### config.mk
export PLATFORM = sky130hd
export DESIGN_NAME = epoch_seconds_to_civil_date_core_flat
export DESIGN_NICKNAME = d
export VERILOG_FILES = /design/src/sv/ecd_pkg.sv /design/src/sv/ecd_in_if.sv /design/src/sv/ecd_out_if.sv /design/src/sv/epoch_seconds_to_civil_date_core.sv /design/src/sv/ecd_day_split.sv /design/src/sv/ecd_civil.sv /design/src/flat_wrapper.sv
export SDC_FILE = /design/constraint.sdc
export NUM_CORES = 2
export LEC_CHECK = 0
export BUFFER_PORTS_ARGS = -buffer_cell sky130_fd_sc_hd__buf_2
export CELL_PAD_IN_SITES_DETAIL_PLACEMENT = 1
export CELL_PAD_IN_SITES_GLOBAL_PLACEMENT = 1
export CORE_UTILIZATION = 53
export DETAILED_ROUTE_END_ITERATION = 10
export GPL_TIMING_DRIVEN = 0
export PLACE_DENSITY_LB_ADDON = 0.1
export SETUP_SLACK_MARGIN = 0.2
export SYNTH_ARGS = -nofsm -noshare
export SYNTH_HDL_FRONTEND = slang
export SYNTH_HIERARCHICAL = 1
export SYNTH_SLANG_ARGS = --single-unit
### constraint.sdc
create_clock -name clk -period 7.2 [get_ports clk]
set_input_delay 0.36 -clock clk [delete_from_list [all_inputs] [get_ports clk]]
set_output_delay 0.36 -clock clk [all_outputs]
set_load 0.03 [all_outputs]
### src/sv/ecd_pkg.sv
package ecd_pkg;

  localparam int unsigned SEC_PER_DAY  = 86400;
  localparam int unsigned SEC_PER_HOUR = 3600;
  localparam int unsigned SEC_PER_MIN  = 60;
  localparam int unsigned DAYS_PER_CYC = 1461;
  localparam int unsigned BASE_YEAR    = 1970;

  // 86400 = 128 * 675: split off the low 7 bits, then divide by 675
  localparam int unsigned DAY_SHIFT = 7;
  localparam int unsigned DAY_BLOCK = SEC_PER_DAY >> DAY_SHIFT;

  // floor reciprocals; the estimate is at most one low and gets one fix-up step
  localparam logic [22:0] DAY_RECIP  = 23'((64'd1 << 32) / DAY_BLOCK);
  localparam logic [21:0] CYC_RECIP  = 22'((64'd1 << 32) / DAYS_PER_CYC);
  localparam logic [20:0] HOUR_RECIP = 21'((64'd1 << 32) / SEC_PER_HOUR);
  localparam logic [10:0] MIN_RECIP  = 11'((32'd1 << 16) / SEC_PER_MIN);

  // year lengths inside a four-year cycle: 365, 365, 366, 365
  localparam logic [10:0] YEAR1_START = 11'd365;
  localparam logic [10:0] YEAR2_START = 11'd730;
  localparam logic [10:0] YEAR3_START = 11'd1096;

  // first day of each month in a common year
  localparam logic [8:0] MONTH_START [12] = '{
    9'd0, 9'd31, 9'd59, 9'd90, 9'd120, 9'd151,
    9'd181, 9'd212, 9'd243, 9'd273, 9'd304, 9'd334
  };

  typedef struct packed {
    logic [15:0] days;
    logic [16:0] sod;
  } ecd_split_t;

  typedef struct packed {
    logic [10:0] year;
    logic [3:0]  month;
    logic [4:0]  day;
    logic [4:0]  hour;
    logic [5:0]  minute;
    logic [5:0]  second;
  } ecd_date_t;

  typedef struct packed {
    logic [3:0] month;
    logic [4:0] day;
  } ecd_md_t;

  function automatic ecd_md_t month_day(input logic [8:0] doy, input logic leap);
    ecd_md_t    res;
    logic [3:0] m;
    logic [8:0] start;
    logic [8:0] sel;
    m   = 4'd0;
    sel = 9'd0;
    for (int i = 1; i < 12; i++) begin
      start = MONTH_START[i] + ((leap && i >= 2) ? 9'd1 : 9'd0);
      if (doy >= start) begin
        m   = 4'(i);
        sel = start;
      end
    end
    res.month = m + 4'd1;
    res.day   = 5'(doy - sel) + 5'd1;
    return res;
  endfunction

endpackage

### src/sv/ecd_in_if.sv
interface ecd_in_if;
  logic        valid;
  logic        ready;
  logic [30:0] epoch_seconds;

  modport source (output valid, output epoch_seconds, input ready);
  modport sink (input valid, input epoch_seconds, output ready);
endinterface

### src/sv/ecd_out_if.sv
interface ecd_out_if;
  logic        valid;
  logic        ready;
  logic [10:0] year;
  logic [3:0]  month;
  logic [4:0]  day;
  logic [4:0]  hour;
  logic [5:0]  minute;
  logic [5:0]  second;

  modport source (output valid, output year, output month, output day,
                  output hour, output minute, output second, input ready);
  modport sink (input valid, input year, input month, input day,
                input hour, input minute, input second, output ready);
endinterface

### src/sv/epoch_seconds_to_civil_date_core.sv
// Channel   Dir  Handshake          Payload
// in_chan   in   valid/ready        epoch_seconds[30:0]
// out_chan  out  valid/ready        year, month, day, hour, minute, second
// cfg       in   cfg_we             cfg_wdata[4:0] (zone hours, signed)
//
// One item per cycle unless out_chan stalls, through ten register stages
// (four for the day/second split, six for the calendar and clock fields).
// Each stage holds its own valid bit and advances when empty or when the
// next stage advances, so bubbles collapse and a stall drops nothing.
// rst_n is synchronous: it empties the pipeline and sets the zone to zero.
module epoch_seconds_to_civil_date_core (
  input  logic              clk,
  input  logic              rst_n,
  ecd_in_if.sink            in_chan,
  ecd_out_if.source         out_chan,
  input  logic              cfg_we,
  input  logic signed [4:0] cfg_wdata
);

  logic signed [4:0]   zone_r;
  logic                split_valid;
  logic                split_ready;
  ecd_pkg::ecd_split_t split_data;
  ecd_pkg::ecd_date_t  date;

  always_ff @(posedge clk) begin
    if (!rst_n) begin
      zone_r <= '0;
    end else if (cfg_we) begin
      zone_r <= cfg_wdata;
    end
  end

  ecd_day_split u_split (
    .clk           (clk),
    .rst_n         (rst_n),
    .zone_hours    (zone_r),
    .in_valid      (in_chan.valid),
    .in_ready      (in_chan.ready),
    .epoch_seconds (in_chan.epoch_seconds),
    .out_valid     (split_valid),
    .out_ready     (split_ready),
    .out_data      (split_data)
  );

  ecd_civil u_civil (
    .clk       (clk),
    .rst_n     (rst_n),
    .in_valid  (split_valid),
    .in_ready  (split_ready),
    .in_data   (split_data),
    .out_valid (out_chan.valid),
    .out_ready (out_chan.ready),
    .out_data  (date)
  );

  assign out_chan.year   = date.year;
  assign out_chan.month  = date.month;
  assign out_chan.day    = date.day;
  assign out_chan.hour   = date.hour;
  assign out_chan.minute = date.minute;
  assign out_chan.second = date.second;

  // an empty output stage means every stage can take a transfer
  a_ready_when_drained: assert property (@(posedge clk) disable iff (!rst_n)
    !out_chan.valid |-> in_chan.ready)
    else $error("input stalled with drained output stage");

  a_split_range: assert property (@(posedge clk) disable iff (!rst_n)
    split_valid |-> split_data.sod < 17'(ecd_pkg::SEC_PER_DAY))
    else $error("second of day out of range");

  a_date_range: assert property (@(posedge clk) disable iff (!rst_n)
    out_chan.valid |-> (out_chan.month >= 4'd1 && out_chan.month <= 4'd12 &&
                        out_chan.day >= 5'd1 && out_chan.day <= 5'd31))
    else $error("month or day out of range");

  a_clock_range: assert property (@(posedge clk) disable iff (!rst_n)
    out_chan.valid |-> (out_chan.hour <= 5'd23 && out_chan.minute <= 6'd59 &&
                        out_chan.second <= 6'd59))
    else $error("time of day out of range");

endmodule

### src/sv/ecd_day_split.sv
module ecd_day_split (
  input  logic                clk,
  input  logic                rst_n,
  input  logic signed [4:0]   zone_hours,
  input  logic                in_valid,
  output logic                in_ready,
  input  logic [30:0]         epoch_seconds,
  output logic                out_valid,
  input  logic                out_ready,
  output ecd_pkg::ecd_split_t out_data
);

  logic va_r, vb_r, vc_r, vd_r;
  logic ra, rb, rc, rd;

  logic [31:0] t_a_r;
  logic [24:0] x_b_r;
  logic [6:0]  lo_b_r;
  logic [15:0] q_b_r;
  logic [15:0] q_c_r;
  logic [10:0] r_c_r;
  logic [6:0]  lo_c_r;
  ecd_pkg::ecd_split_t d_r;

  logic signed [16:0] zone_ext;
  logic signed [16:0] zone_off;
  logic signed [33:0] loc_s;
  logic [31:0]        t_nxt;
  logic [24:0]        x;
  logic [47:0]        prod;
  logic [24:0]        qm;
  logic [10:0]        r_nxt;
  logic               fix;
  logic [10:0]        r_fix;
  ecd_pkg::ecd_split_t d_nxt;

  // a stage moves when it is empty or the one after it moves
  assign rd = !vd_r || out_ready;
  assign rc = !vc_r || rd;
  assign rb = !vb_r || rc;
  assign ra = !va_r || rb;
  assign in_ready = ra;

  always_comb begin
    zone_ext = 17'(zone_hours);
    zone_off = zone_ext * 17'sd3600;
    loc_s    = $signed({3'b000, epoch_seconds}) + 34'(zone_off);
    // clamp local times before the epoch
    t_nxt    = loc_s[33] ? 32'd0 : loc_s[31:0];
  end

  assign x    = t_a_r[31:ecd_pkg::DAY_SHIFT];
  assign prod = 48'(x) * 48'(ecd_pkg::DAY_RECIP);

  assign qm    = 25'(q_b_r) * 25'(ecd_pkg::DAY_BLOCK);
  assign r_nxt = 11'(x_b_r - qm);

  always_comb begin
    fix          = r_c_r >= 11'(ecd_pkg::DAY_BLOCK);
    r_fix        = fix ? r_c_r - 11'(ecd_pkg::DAY_BLOCK) : r_c_r;
    d_nxt.days   = q_c_r + 16'(fix);
    d_nxt.sod    = {r_fix[9:0], lo_c_r};
  end

  always_ff @(posedge clk) begin
    if (!rst_n) begin
      va_r <= 1'b0;
      vb_r <= 1'b0;
      vc_r <= 1'b0;
      vd_r <= 1'b0;
    end else begin
      if (ra) va_r <= in_valid;
      if (rb) vb_r <= va_r;
      if (rc) vc_r <= vb_r;
      if (rd) vd_r <= vc_r;
    end
  end

  always_ff @(posedge clk) begin
    if (ra && in_valid) t_a_r <= t_nxt;
    if (rb && va_r) begin
      x_b_r  <= x;
      lo_b_r <= t_a_r[ecd_pkg::DAY_SHIFT-1:0];
      q_b_r  <= prod[47:32];
    end
    if (rc && vb_r) begin
      q_c_r  <= q_b_r;
      r_c_r  <= r_nxt;
      lo_c_r <= lo_b_r;
    end
    if (rd && vc_r) d_r <= d_nxt;
  end

  assign out_valid = vd_r;
  assign out_data  = d_r;

endmodule

### src/sv/ecd_civil.sv
module ecd_civil (
  input  logic                clk,
  input  logic                rst_n,
  input  logic                in_valid,
  output logic                in_ready,
  input  ecd_pkg::ecd_split_t in_data,
  output logic                out_valid,
  input  logic                out_ready,
  output ecd_pkg::ecd_date_t  out_data
);

  logic [5:0] v_r;
  logic [5:0] rdy;

  // stage E: reciprocal estimates
  logic [15:0] days_e_r;
  logic [16:0] sod_e_r;
  logic [5:0]  cyc_e_r;
  logic [4:0]  hr_e_r;
  // stage F: raw remainders
  logic [5:0]  cyc_f_r;
  logic [11:0] rem_f_r;
  logic [4:0]  hr_f_r;
  logic [12:0] hrem_f_r;
  // stage G: corrected quotients and remainders
  logic [5:0]  cyc_g_r;
  logic [10:0] rem_g_r;
  logic [4:0]  hr_g_r;
  logic [11:0] hrem_g_r;
  // stage H: year in cycle, minute estimate
  logic [5:0]  cyc_h_r;
  logic [1:0]  yoff_h_r;
  logic        leap_h_r;
  logic [8:0]  doy_h_r;
  logic [4:0]  hr_h_r;
  logic [11:0] hrem_h_r;
  logic [5:0]  min_h_r;
  // stage I: calendar fields, raw seconds
  logic [10:0] year_i_r;
  ecd_pkg::ecd_md_t md_i_r;
  logic [4:0]  hr_i_r;
  logic [5:0]  min_i_r;
  logic [6:0]  sec_i_r;
  // stage J: output
  ecd_pkg::ecd_date_t out_r;

  logic [37:0] cyc_prod;
  logic [37:0] hr_prod;
  logic [15:0] cyc_mul;
  logic [16:0] hr_mul;
  logic        cyc_fix, hr_fix;
  logic [1:0]  yoff_nxt;
  logic        leap_nxt;
  logic [10:0] doy_nxt;
  logic [22:0] min_prod;
  logic [11:0] min_mul;
  logic        min_fix;
  ecd_pkg::ecd_date_t out_nxt;

  assign rdy[5] = !v_r[5] || out_ready;
  generate
    for (genvar g = 0; g < 5; g++) begin : g_rdy
      assign rdy[g] = !v_r[g] || rdy[g+1];
    end
  endgenerate
  assign in_ready = rdy[0];

  assign cyc_prod = 38'(in_data.days) * 38'(ecd_pkg::CYC_RECIP);
  assign hr_prod  = 38'(in_data.sod) * 38'(ecd_pkg::HOUR_RECIP);

  assign cyc_mul = 16'(cyc_e_r) * 16'(ecd_pkg::DAYS_PER_CYC);
  assign hr_mul  = 17'(hr_e_r) * 17'(ecd_pkg::SEC_PER_HOUR);

  assign cyc_fix = rem_f_r >= 12'(ecd_pkg::DAYS_PER_CYC);
  assign hr_fix  = hrem_f_r >= 13'(ecd_pkg::SEC_PER_HOUR);

  always_comb begin
    leap_nxt = 1'b0;
    if (rem_g_r < ecd_pkg::YEAR1_START) begin
      yoff_nxt = 2'd0;
      doy_nxt  = rem_g_r;
    end else if (rem_g_r < ecd_pkg::YEAR2_START) begin
      yoff_nxt = 2'd1;
      doy_nxt  = rem_g_r - ecd_pkg::YEAR1_START;
    end else if (rem_g_r < ecd_pkg::YEAR3_START) begin
      yoff_nxt = 2'd2;
      doy_nxt  = rem_g_r - ecd_pkg::YEAR2_START;
      leap_nxt = 1'b1;
    end else begin
      yoff_nxt = 2'd3;
      doy_nxt  = rem_g_r - ecd_pkg::YEAR3_START;
    end
  end

  assign min_prod = 23'(hrem_g_r) * 23'(ecd_pkg::MIN_RECIP);
  assign min_mul  = 12'(min_h_r) * 12'(ecd_pkg::SEC_PER_MIN);
  assign min_fix  = sec_i_r >= 7'(ecd_pkg::SEC_PER_MIN);

  always_comb begin
    out_nxt.year   = year_i_r;
    out_nxt.month  = md_i_r.month;
    out_nxt.day    = md_i_r.day;
    out_nxt.hour   = hr_i_r;
    out_nxt.minute = min_i_r + 6'(min_fix);
    out_nxt.second = 6'(min_fix ? sec_i_r - 7'(ecd_pkg::SEC_PER_MIN) : sec_i_r);
  end

  always_ff @(posedge clk) begin
    if (!rst_n) begin
      v_r <= '0;
    end else begin
      if (rdy[0]) v_r[0] <= in_valid;
      for (int i = 1; i < 6; i++) begin
        if (rdy[i]) v_r[i] <= v_r[i-1];
      end
    end
  end

  always_ff @(posedge clk) begin
    if (rdy[0] && in_valid) begin
      days_e_r <= in_data.days;
      sod_e_r  <= in_data.sod;
      cyc_e_r  <= cyc_prod[37:32];
      hr_e_r   <= hr_prod[36:32];
    end
    if (rdy[1] && v_r[0]) begin
      cyc_f_r  <= cyc_e_r;
      rem_f_r  <= 12'(days_e_r - cyc_mul);
      hr_f_r   <= hr_e_r;
      hrem_f_r <= 13'(sod_e_r - hr_mul);
    end
    if (rdy[2] && v_r[1]) begin
      cyc_g_r  <= cyc_f_r + 6'(cyc_fix);
      rem_g_r  <= 11'(cyc_fix ? rem_f_r - 12'(ecd_pkg::DAYS_PER_CYC) : rem_f_r);
      hr_g_r   <= hr_f_r + 5'(hr_fix);
      hrem_g_r <= 12'(hr_fix ? hrem_f_r - 13'(ecd_pkg::SEC_PER_HOUR) : hrem_f_r);
    end
    if (rdy[3] && v_r[2]) begin
      cyc_h_r  <= cyc_g_r;
      yoff_h_r <= yoff_nxt;
      leap_h_r <= leap_nxt;
      doy_h_r  <= doy_nxt[8:0];
      hr_h_r   <= hr_g_r;
      hrem_h_r <= hrem_g_r;
      min_h_r  <= min_prod[21:16];
    end
    if (rdy[4] && v_r[3]) begin
      year_i_r <= 11'(ecd_pkg::BASE_YEAR) + {3'b000, cyc_h_r, 2'b00} + 11'(yoff_h_r);
      md_i_r   <= ecd_pkg::month_day(doy_h_r, leap_h_r);
      hr_i_r   <= hr_h_r;
      min_i_r  <= min_h_r;
      sec_i_r  <= 7'(hrem_h_r - min_mul);
    end
    if (rdy[5] && v_r[4]) out_r <= out_nxt;
  end

  assign out_valid = v_r[5];
  assign out_data  = out_r;

endmodule
### src/flat_wrapper.sv
// flat-port wrapper written by rule: the top's interface ports become plain ports
module epoch_seconds_to_civil_date_core_flat 
  (clk, rst_n, cfg_we, cfg_wdata, in_chan_valid, in_chan_epoch_seconds, in_chan_ready, out_chan_valid, out_chan_year, out_chan_month, out_chan_day, out_chan_hour, out_chan_minute, out_chan_second, out_chan_ready);
  ecd_in_if in_chan_i ();
  ecd_out_if out_chan_i ();
  input  logic clk;
  input  logic rst_n;
  input  logic cfg_we;
  input  logic signed [4:0] cfg_wdata;
  input wire logic [$bits(in_chan_i.valid)-1:0] in_chan_valid;
  input wire logic [$bits(in_chan_i.epoch_seconds)-1:0] in_chan_epoch_seconds;
  output wire logic [$bits(in_chan_i.ready)-1:0] in_chan_ready;
  output wire logic [$bits(out_chan_i.valid)-1:0] out_chan_valid;
  output wire logic [$bits(out_chan_i.year)-1:0] out_chan_year;
  output wire logic [$bits(out_chan_i.month)-1:0] out_chan_month;
  output wire logic [$bits(out_chan_i.day)-1:0] out_chan_day;
  output wire logic [$bits(out_chan_i.hour)-1:0] out_chan_hour;
  output wire logic [$bits(out_chan_i.minute)-1:0] out_chan_minute;
  output wire logic [$bits(out_chan_i.second)-1:0] out_chan_second;
  input wire logic [$bits(out_chan_i.ready)-1:0] out_chan_ready;
  assign in_chan_i.valid = in_chan_valid;
  assign in_chan_i.epoch_seconds = in_chan_epoch_seconds;
  assign in_chan_ready = in_chan_i.ready;
  assign out_chan_valid = out_chan_i.valid;
  assign out_chan_year = out_chan_i.year;
  assign out_chan_month = out_chan_i.month;
  assign out_chan_day = out_chan_i.day;
  assign out_chan_hour = out_chan_i.hour;
  assign out_chan_minute = out_chan_i.minute;
  assign out_chan_second = out_chan_i.second;
  assign out_chan_i.ready = out_chan_ready;
  epoch_seconds_to_civil_date_core u_core (.clk(clk), .rst_n(rst_n), .in_chan(in_chan_i), .out_chan(out_chan_i), .cfg_we(cfg_we), .cfg_wdata(cfg_wdata));
endmodule
==> impl_metrics.toml <==
[status]
status = "finished, final reports clean"

[worst_setup_path]
start_kind = "flop"
worstPathRequired_ns = 7.50
r2r_start = "u_core/zone_r[4]"
rrSetupSlack_ns = 0.59
crit_end = "u_core/u_split/t_a_r[13]"
rr_endpoint = "u_core/u_split/t_a_r[13]"
endpoint_kind = "flop"
crit_type = "reg2reg"
cp_max_fo = 19
startpoint = "u_core/zone_r[4]"
reg2reg_depth = 22
cp_data_arrival_time_ns = 6.91

[timing]
worstMarginPinSlew_ns = 0.9933
rsz0062_at_grt = "no"
fin_worst_skew_ns = 0.03221
fmaxAchievable_mhz = 151.3
finalCritPeriodShare_pct = 91.79
slew_headroom_pct = 33.64
setup_tns_ns = 0
finalSetupViolations = 0
holdWs_ns = 0.06956
finalHoldViolations = 0
fin_crit_ns = 6.609
drv_slew = 0

[global_routing]
antenna_found_initial = 1
grt_usage_pct = 24.90
grt_max_degree = 35
gr-total-overflow = 0
grt_pass1_vias = 26630
grt_pass1_wl_um = 137400

[route]
routedWlPerCell_um = 19.53
drc = 0
totalWireLength_um = 84120
drtIter0Drc = 901
ant_nets = 0
dr_total_vias = 23460
drt-vias-per-instance = 5.448
dr.pass1.iters = 5

[floorplan]
rows = 96
die-area_mm2 = 0.07032
io_pins = 80
die_w_um = 265.2
die_h_um = 265.2
core_area_mm2 = 0.06859
initial_core_util_pct = 53.52

[cts]
clock_latency_ns = 0.59
clock-root-buffer = "clkbuf_16"
clock_sinks = 365
post_cts_buffers = 0
cts_buffers = 42
cts-root-to-sink-buffers = 3
clkSlewWorstSetupHoldPaths_ns = 0.05
cts_tree = "done"
cts_hold_repair.buffers = 0
h-tree-depth = 2

[layout]
utilization_pct = 58.20
area_growth_pct = 8.743
diodes = 0
fin_nets = 4495
drive_gt1_share_pct = 6.605

[worst_hold_path]
min_from = "cfg_wdata[0]"
hp-class = "in2reg"
whs_path_depth = 3

[synthesis]
synth_top_area_share_pct = 28.63
synth_edf_count = 350
synth_area_leaders = "edfxtp_1 29%, ha_1 25%, fa_1 20%"
synth_area_mm2 = 0.03671
synth_top_cell_by_area = "edfxtp_1"
netlist-cell-type-count = 93
synthArstFlopShare_pct = 0
synth_ff_type = "edfxtp_1"
ys.warnings.count = 6
syn-instance-count = 3216
syn_avg_cell_area_um2 = 11.41
syn-num-nets = 4366
synth-seq-area-share_pct = 29.45
synth-seq-cells = 365

[placed_design]
dp_hpwl_um = 70080
io_buffers = 78
gp_congestion = 0.8844

[job]
drv_cap = 0
kinds of logic (layout without fill, tap and decap cells):
family / count (synthesis) / in the layout / synth area share, %
fa+ha+maj: 1109 / 1109 / 45.29
buf+inv: 728 / 888 / 7.543
compound gates: 412 / 412 / 7.567
simple gates: 410 / 410 / 5.539
flops: 365 / 365 / 29.45
xor+xnor: 184 / 184 / 4.390
mux: 8 / 8 / 0.2250
routing by layer:
metal | track usage [%] | vias up | wire [um]
li1 | - | 11100 | -
met1 | 29.16 | 11920 | 34370
met2 | 48.20 | 323 | 45740
met4 | 6.140 | 0 | 1870
met5 | 0 | - | 0
met3 | 2.518 | 118 | 2137
placed cells by master, fill, tap and decap left out, drive strengths merged, types with 58 or more instances in the layout:
cell type / synthesis / final
a21oi: 129 / 129
buf: 11 / 96
clkbuf: 12 / 58
edfxtp: 350 / 350
fa: 366 / 366
ha: 743 / 743
inv: 705 / 710
nand2: 88 / 88
nor2: 102 / 102
o21ai: 83 / 83
xnor2: 122 / 122
xor2: 62 / 62
cell usage after synthesis, types with 10 or more instances:
library cell,instances
ha_1,743
inv_1,703
fa_1,366
edfxtp_1,350
a21oi_1,124
xnor2_1,122
nor2_1,101
nand2_1,88
o21ai_0,72
xor2_1,62
a21o_1,43
nand3_1,43
nor3_1,42
nor2b_1,28
nand4_1,23
o21a_1,23
and3_1,18
nand2b_1,17
dfxtp_1,15
a211oi_1,14
o21bai_1,14
a21boi_0,13
a31oi_1,13
clkbuf_1,11
o211ai_1,11
o21ai_1,10
or2_2,10
critical path, cell delays in order (launching register included):
cell and delay, ns:
dfxtp_1 0.64, fa_1 0.51, inv_1 0.08, fa_1 0.44, fa_1 0.55, inv_1 0.07
ha_1 0.30, a21o_1 0.15, a21oi_1 0.26, o21bai_1 0.11, a21oi_1 0.36, xnor2_4 0.31
ha_1 0.34, clkbuf_1 0.19, nand3_1 0.21, nor2_1 0.07, a221oi_1 0.35, inv_1 0.14
o211ai_1 0.22, a21oi_2 0.10, xor2_1 0.41, buf_2 0.38, nor2_1 0.11
what timing repair did:
action | CTS | global route
hold endpoints to repair | 0 | 0
gates resized for setup | 0 | 1
endpoints found under the setup margin | 0 | 20
worst min-delay path by stage:
| stage | endpoint | slack (ns) |
|---|---|---|
| floorplan | u_core/u_civil/cyc_h_r[0] | 0.40 |
| global placement | u_core/u_split/out_data[0] | 0.40 |
| detailed placement | u_core/u_split/out_data[2] | 0.41 |
| CTS | u_core/zone_r[0] | 0.05 |
| global route | u_core/zone_r[1] | 0.08 |
| finish | u_core/zone_r[0] | 0.07 |
area by class of cell:
| cell class | count | area [um2] |
|---|---|---|
| Fill cell | 7190 | 28670 |
| Tap cell | 931 | 1165 |
| Clock inverter | 29 | 295.3 |
| Buffer | 23 | 122.6 |
| Timing Repair Buffer | 85 | 553.0 |
| Sequential cell | 365 | 10810 |
| Clock buffer | 46 | 1076 |
| Inverter | 705 | 2646 |
| Multi-Input combinational cell | 2123 | 23250 |
sequential cells by signal (all words and copies together) (netlist names), 13 cells and up:
| name | flops |
|---|---|
| u_core/u_civil/out_data | 37 |
| u_core/u_split/out_data | 33 |
| u_core/u_split/t_a_r | 32 |
| u_core/u_split/q_b_r | 16 |
| u_core/u_split/q_c_r | 16 |
| u_core/u_civil/hrem_f_r | 13 |
| u_core/u_civil/sod_e_r | 13 |
through the flow:
stage / cells / setup WS [ns] / area, um2
CTS: 4307 / 0.5051 / 39910
floorplan: 3216 / 1.500 / 36710
global route: 4307 / 0.1768 / 39920
detailed placement: 4232 / 0.5762 / 38530
finish: 4307 / 0.5914 / 39920
global placement: 4225 / 0.2837 / 38260
Power is left out: the tool's default activity adds up to more than one toggle a clock period on the data nets, which glitch-free logic cannot reach.
